<file path="config.mk">
export PLATFORM = sky130hd
export DESIGN_NAME = rc4_perm_mem
export DESIGN_NICKNAME = d
export VERILOG_FILES = /design/src/rtl/core/rc4_pkg.sv /design/src/rtl/core/rc4_perm_mem.sv
export SDC_FILE = /design/constraint.sdc
export NUM_CORES = 2
export LEC_CHECK = 0
export BUFFER_PORTS_ARGS = -buffer_cell sky130_fd_sc_hd__clkbuf_2
export CAP_MARGIN = 20
export CORE_ASPECT_RATIO = 1.4
export CORE_MARGIN = 5
export CORE_UTILIZATION = 57
export DETAILED_ROUTE_END_ITERATION = 12
export PLACE_DENSITY = 0.82
export SLEW_MARGIN = 20
export SYNTH_ARGS = -nofsm -noshare
export SYNTH_HDL_FRONTEND = slang
export SYNTH_SLANG_ARGS = --single-unit
</file>
<file path="constraint.sdc">
create_clock -name clk_i -period 2 [get_ports clk_i]
set_clock_uncertainty 0.2 [all_clocks]
set_input_delay 0.3 -clock clk_i [delete_from_list [all_inputs] [get_ports clk_i]]
set_output_delay 0.3 -clock clk_i [all_outputs]
set_load 0.005 [all_outputs]
</file>
<file path="src/rtl/core/rc4_pkg.sv">
`default_nettype none

package rc4_pkg;

  localparam int unsigned PermDepth = 256;
  localparam int unsigned ByteW     = 8;
  localparam logic [ByteW-1:0] LastIdx = 8'hFF;

  localparam logic ActKey  = 1'b0;
  localparam logic ActData = 1'b1;

  typedef logic [ByteW-1:0] byte_t;

  typedef enum logic [8:0] {
    ST_IDLE  = 9'b000000001,
    ST_P_J   = 9'b000000010,
    ST_P_WI  = 9'b000000100,
    ST_P_WJ  = 9'b000001000,
    ST_P_OUT = 9'b000010000,
    ST_K_RD  = 9'b000100000,
    ST_K_ACC = 9'b001000000,
    ST_K_W1  = 9'b010000000,
    ST_K_W2  = 9'b100000000
  } state_e;

  typedef struct packed {
    logic  clr;
    logic  we;
    byte_t waddr;
    byte_t wdata;
    byte_t raddr;
  } perm_req_t;

endpackage

`default_nettype wire

</file>
<file path="src/rtl/core/rc4_perm_mem.sv">
`default_nettype none

module rc4_perm_mem import rc4_pkg::*; (
  input  wire       clk_i,
  input  wire       rst_ni,
  input  perm_req_t req_i,
  output byte_t     rdata_o
);

  byte_t                mem [PermDepth];
  logic [PermDepth-1:0] vld_q;
  byte_t                rdata_q;
  byte_t                raddr_q;
  logic                 rvld_q;

  // an entry never written since the last clear holds its own index
  always_ff @(posedge clk_i or negedge rst_ni) begin
    if (!rst_ni) begin
      vld_q  <= '0;
      rvld_q <= 1'b0;
    end else begin
      rvld_q <= vld_q[req_i.raddr];
      if (req_i.clr) begin
        vld_q <= '0;
      end else if (req_i.we) begin
        vld_q[req_i.waddr] <= 1'b1;
      end
    end
  end

  always_ff @(posedge clk_i) begin
    rdata_q <= mem[req_i.raddr];
    raddr_q <= req_i.raddr;
    if (req_i.we) begin
      mem[req_i.waddr] <= req_i.wdata;
    end
  end

  assign rdata_o = rvld_q ? rdata_q : raddr_q;

endmodule

`default_nettype wire

</file>
==> qor.csv <==
stage,metric,value,unit
detailed_routing,dr_total_vias,54020,
setup_path,timing.reg2reg.setup_slack,-0.48,ns
hold_path,hold_end,mem[159][2]$_DFFE_PP_,
grt,grt_antenna_before_repair,11,
power,seq_power_share,53.1,%
place,preCtsSetupSlack,-1.583,ns
yosys,fraction_of_the_mapped_netlist_area_in_compound_gates,4.001,%
detailed_routing,drt_iter0_drc,8392,
cts,clock_tree.buffer_depth,3,
final_layout,area_delta_synth_final,21.44,%
outcome,status,"finished, violations left",
hold_path,holdCritStartpoint,req_i[16],
detailed_routing,remaining_design_rule_violation_count,0,
grt,grt_max_degree,88,
power,power.share.switching,22.18,%
cts,clkLatencyLatePin,0.87,ns
cts,cts_buffers,194,
yosys,number_of_unique_standard_cell_types_used_by_synthesis,60,
yosys,synth_top_family_by_area,multiplexers,
grt,grt_overflow_total,0,
cts,cts_tree,done,
final_layout,filler_cell_count,8488,
final_layout,final_nets,5564,
yosys,synth_warnings,0,
floorplan,full_die_area,0.1668,mm2
setup_path,critPathLaunchType,flip-flop,
yosys,synthFlopType,edfxtp_1,
timing,grt_setup_unrepaired,yes,
floorplan,floorplan.io_pins,36,
yosys,count_of_flip_flops_with_a_built_in_enable_after_synthesis,2048,
timing,postLayoutSetupSlackWorst,-0.4827,ns
setup_path,timing.setup.critical_path_class,flip-flop to flip-flop,
setup_path,worstPathRequired,2.55,ns
yosys,synth.top_cells.by_area,"edfxtp_1 68%, mux4_2 12%, dfrtp_1 7.1%",
detailed_routing,antenna_left,0,
cts,sinks_on_clock_net,2321,
timing,setup_viol_count_final,17,
grt,grt_pass1_vias,56380,
cts,cts.reportedPaths.clkPinSlew,0.07,ns
floorplan,dieHeight,481.2,um
yosys,synth_area_in_adders,0,%
yosys,mappedNetlistNets,4743,
hold_path,hold_path_depth,5,
timing,clock.fmax,402.8,MHz
cts,clk_root_buffer_cell,clkbuf_16,
yosys,synth_sequential_area_ratio,75.50,%
yosys,async_set_or_reset_register_ratio_after_synthesis,11.07,%
place,io_buffer_count,35,
power,power,99.63,mW
final_layout,most_frequent_standard_cell_in_the_layout_excluding_fill_and_tap_cells,edfxtp_1,
floorplan,overall_die_width,346.6,um
timing,headroom_to_the_max_slew_limit,40.82,%
floorplan,placeable_core_area,0.1582,mm2
floorplan,initial_core_util,57.13,%
yosys,synth_top_cell_area_share,68.03,%
grt,all_layer_global_routing_usage,33.28,%
outcome,violated_checks,setup timing,
timing,timing_hold_violations_final,0,
detailed_routing,drt-pass1-iter-count,6,
place,detailedPlacementHpwl,167000,um
timing,fin_crit_sh,124.1,%
place,gp_routability_congestion,0.9268,
setup_path,worst_setup_path_end_kind,flip-flop,
yosys,synth-xor-area-share,0,%
floorplan,rows,173,
setup_path,critical_path.reg2reg.startpoint,vld_q[95]$_DFFE_PN0P_,
final_layout,layout_cells_sized_above_1,35.75,%
power,clock_power_share,40.1,%
timing,finalCriticalPeriod,2.483,ns
yosys,synth.cell_area,0.09040,mm2
setup_path,worst_reg2reg_path_endpoint,rvld_q$_DFF_PN0_,
power,combinationalPowerShare,6.8,%
cts,cts_max_level,4,
timing,report.final.slew_viol_count,0,
power,internal_power,77.54,mW
detailed_routing,routed_wire_length_per_instance,35.56,um
yosys,synth_seq_cells,2321,
final_layout,layout.cells.most_common_list,"2048 x edfxtp_1, 644 x buf_4, 576 x nor2_1, 481 x mux4_2, 256 x dfrtp_1",
yosys,avgSynthCellArea,19.17,um2
setup_path,ff2ff_path_depth,6,
power,areal_power_density_over_the_cells,907.5,mW/mm2
yosys,netlist.top_cell.by_area,edfxtp_1,
hold_path,worst_hold_path_type,primary input to flip-flop,
yosys,syn-instance-count,4715,
grt,wire_length_of_the_first_global_routing_pass,398000,um
yosys,proportion_of_synthesized_area_in_mux_cells,14.36,%
flow_run,cap_violations,0,
power,irDropWorstVdd,0.0009591,V
detailed_routing,routed_via_density,6.911,
setup_path,crit_path_max_fanout,2,
setup_path,worstSetupStartpoint,vld_q[95]$_DFFE_PN0P_,
timing,max_slew.worst_pin.slew,0.8825,ns
detailed_routing,routed_wl,277900,um
power,leakagePower,37.26,nW
timing,holdWs,0.05969,ns
setup_path,timing.critical_path.arrival,3.03,ns
yosys,yosys.area_share.simple,4.223,%
power,power.net_switching,22.09,mW
-- final cells by class --
cell class | count | area, um2 | share of cell area, %
Antenna cell | 9 | 22.52 | 0.02051
Tap cell | 2100 | 2628 | 2.393
Inverter | 2 | 7.507 | 0.006838
Clock inverter | 108 | 1321 | 1.204
Multi-Input combinational cell | 2102 | 22540 | 20.53
Sequential cell | 2321 | 68250 | 62.17
Timing Repair Buffer | 915 | 9664 | 8.803
Clock buffer | 259 | 5351 | 4.874
-- per-stage QoR --
stage                     util [%]  area (um2)  setup TNS (ns)  std cells
after floorplan                  -       91750          -28.90       4715
after global placement       64.43      102000          -81.25       7424
after detailed placement     64.43      102000         -107.06       7424
after CTS                    69.23      109500          -6.212       7807
after global routing         69.37      109800          -7.264       7808
final                        69.38      109800          -6.890       7816
-- synthesized netlist by cell type, types with 5 or more instances --
| cell type | n |
|---|---|
| o221ai_1 | 47 |
| a21oi_1 | 101 |
| and2_1 | 5 |
| a22o_1 | 14 |
| o21ai_0 | 12 |
| buf_12 | 9 |
| dfrtp_1 | 257 |
| nand2_1 | 46 |
| o22a_1 | 5 |
| o32ai_1 | 11 |
| nor4_1 | 25 |
| a311oi_1 | 6 |
| edfxtp_1 | 2048 |
| nand4_1 | 10 |
| mux4_1 | 8 |
| mux2i_1 | 178 |
| o311ai_0 | 5 |
| nor2_1 | 731 |
| nand3_1 | 37 |
| o21ba_2 | 30 |
| mux4_2 | 479 |
| buf_8 | 16 |
| nand2b_1 | 8 |
| buf_1 | 17 |
| buf_2 | 28 |
| buf_6 | 22 |
| mux2_2 | 18 |
| a221oi_1 | 23 |
| buf_4 | 29 |
| nor3_1 | 19 |
| o22ai_1 | 25 |
| clkbuf_1 | 169 |
| dfxtp_1 | 16 |
| or2_2 | 8 |
| a211oi_1 | 10 |
| nor2b_1 | 19 |
| a22oi_1 | 180 |
-- sequential cells by signal, indices dropped and copies added (netlist names) --
| signal | flops |
|---|---|
| mem | 2048 |
| vld_q | 256 |
| raddr_q | 8 |
| rdata_q | 8 |
| rvld_q | 1 |
-- critical path, stage by stage (launching register included) --
cell and delay, ns:
dfrtp_1 0.42, mux4_2 0.52, a22o_1 0.30, a221oi_2 0.37, o22ai_4 0.19, nor3_4 0.27
nor3_2 0.08
-- per-layer routing --
| metal | vias up | GRT usage, % | wire (um) |
|---|---|---|---|
| met5 | - | 0 | 12 |
| met4 | 2 | 27.47 | 29800 |
| met3 | 1345 | 8.146 | 32840 |
| met2 | 4931 | 53.78 | 134300 |
| met1 | 27090 | 37.82 | 80980 |
| li1 | 20660 | - | - |
-- power by group through the flow --
stage               registers (mW)  logic (mW)  clock network, mW
floorplan                     53.9        2.71                  0
global placement              53.9        5.87                  0
detailed placement            53.9        6.05                  0
CTS                           52.9        6.45               39.8
global route                  52.9        6.87               42.2
finish                        52.9        6.77               40.0
-- repair_timing --
action                                   CTS  global route
pin swaps                                 37            16
endpoints found under the hold margin   1373             0
endpoints found under the setup margin    17            17
setup buffers                              1             0
hold buffers                              20             0
resized for setup                        130            45
-- worst max-delay path by stage --
stage	cells after the start	endpoint
after floorplan	7	rvld_q$_DFF_PN0_
after global placement	10	rdata_q[5]$_DFF_P_
after detailed placement	12	rdata_q[5]$_DFF_P_
after CTS	3	rdata_o[1]
after global routing	3	rdata_o[3]
final	6	rvld_q$_DFF_PN0_
-- cells by family after synthesis --
kind of cell | count (synthesis)
mux | 683
buf+inv | 292
flops | 2321
simple gates | 926
compound gates | 493
Power figures use the tool's default switching activity.
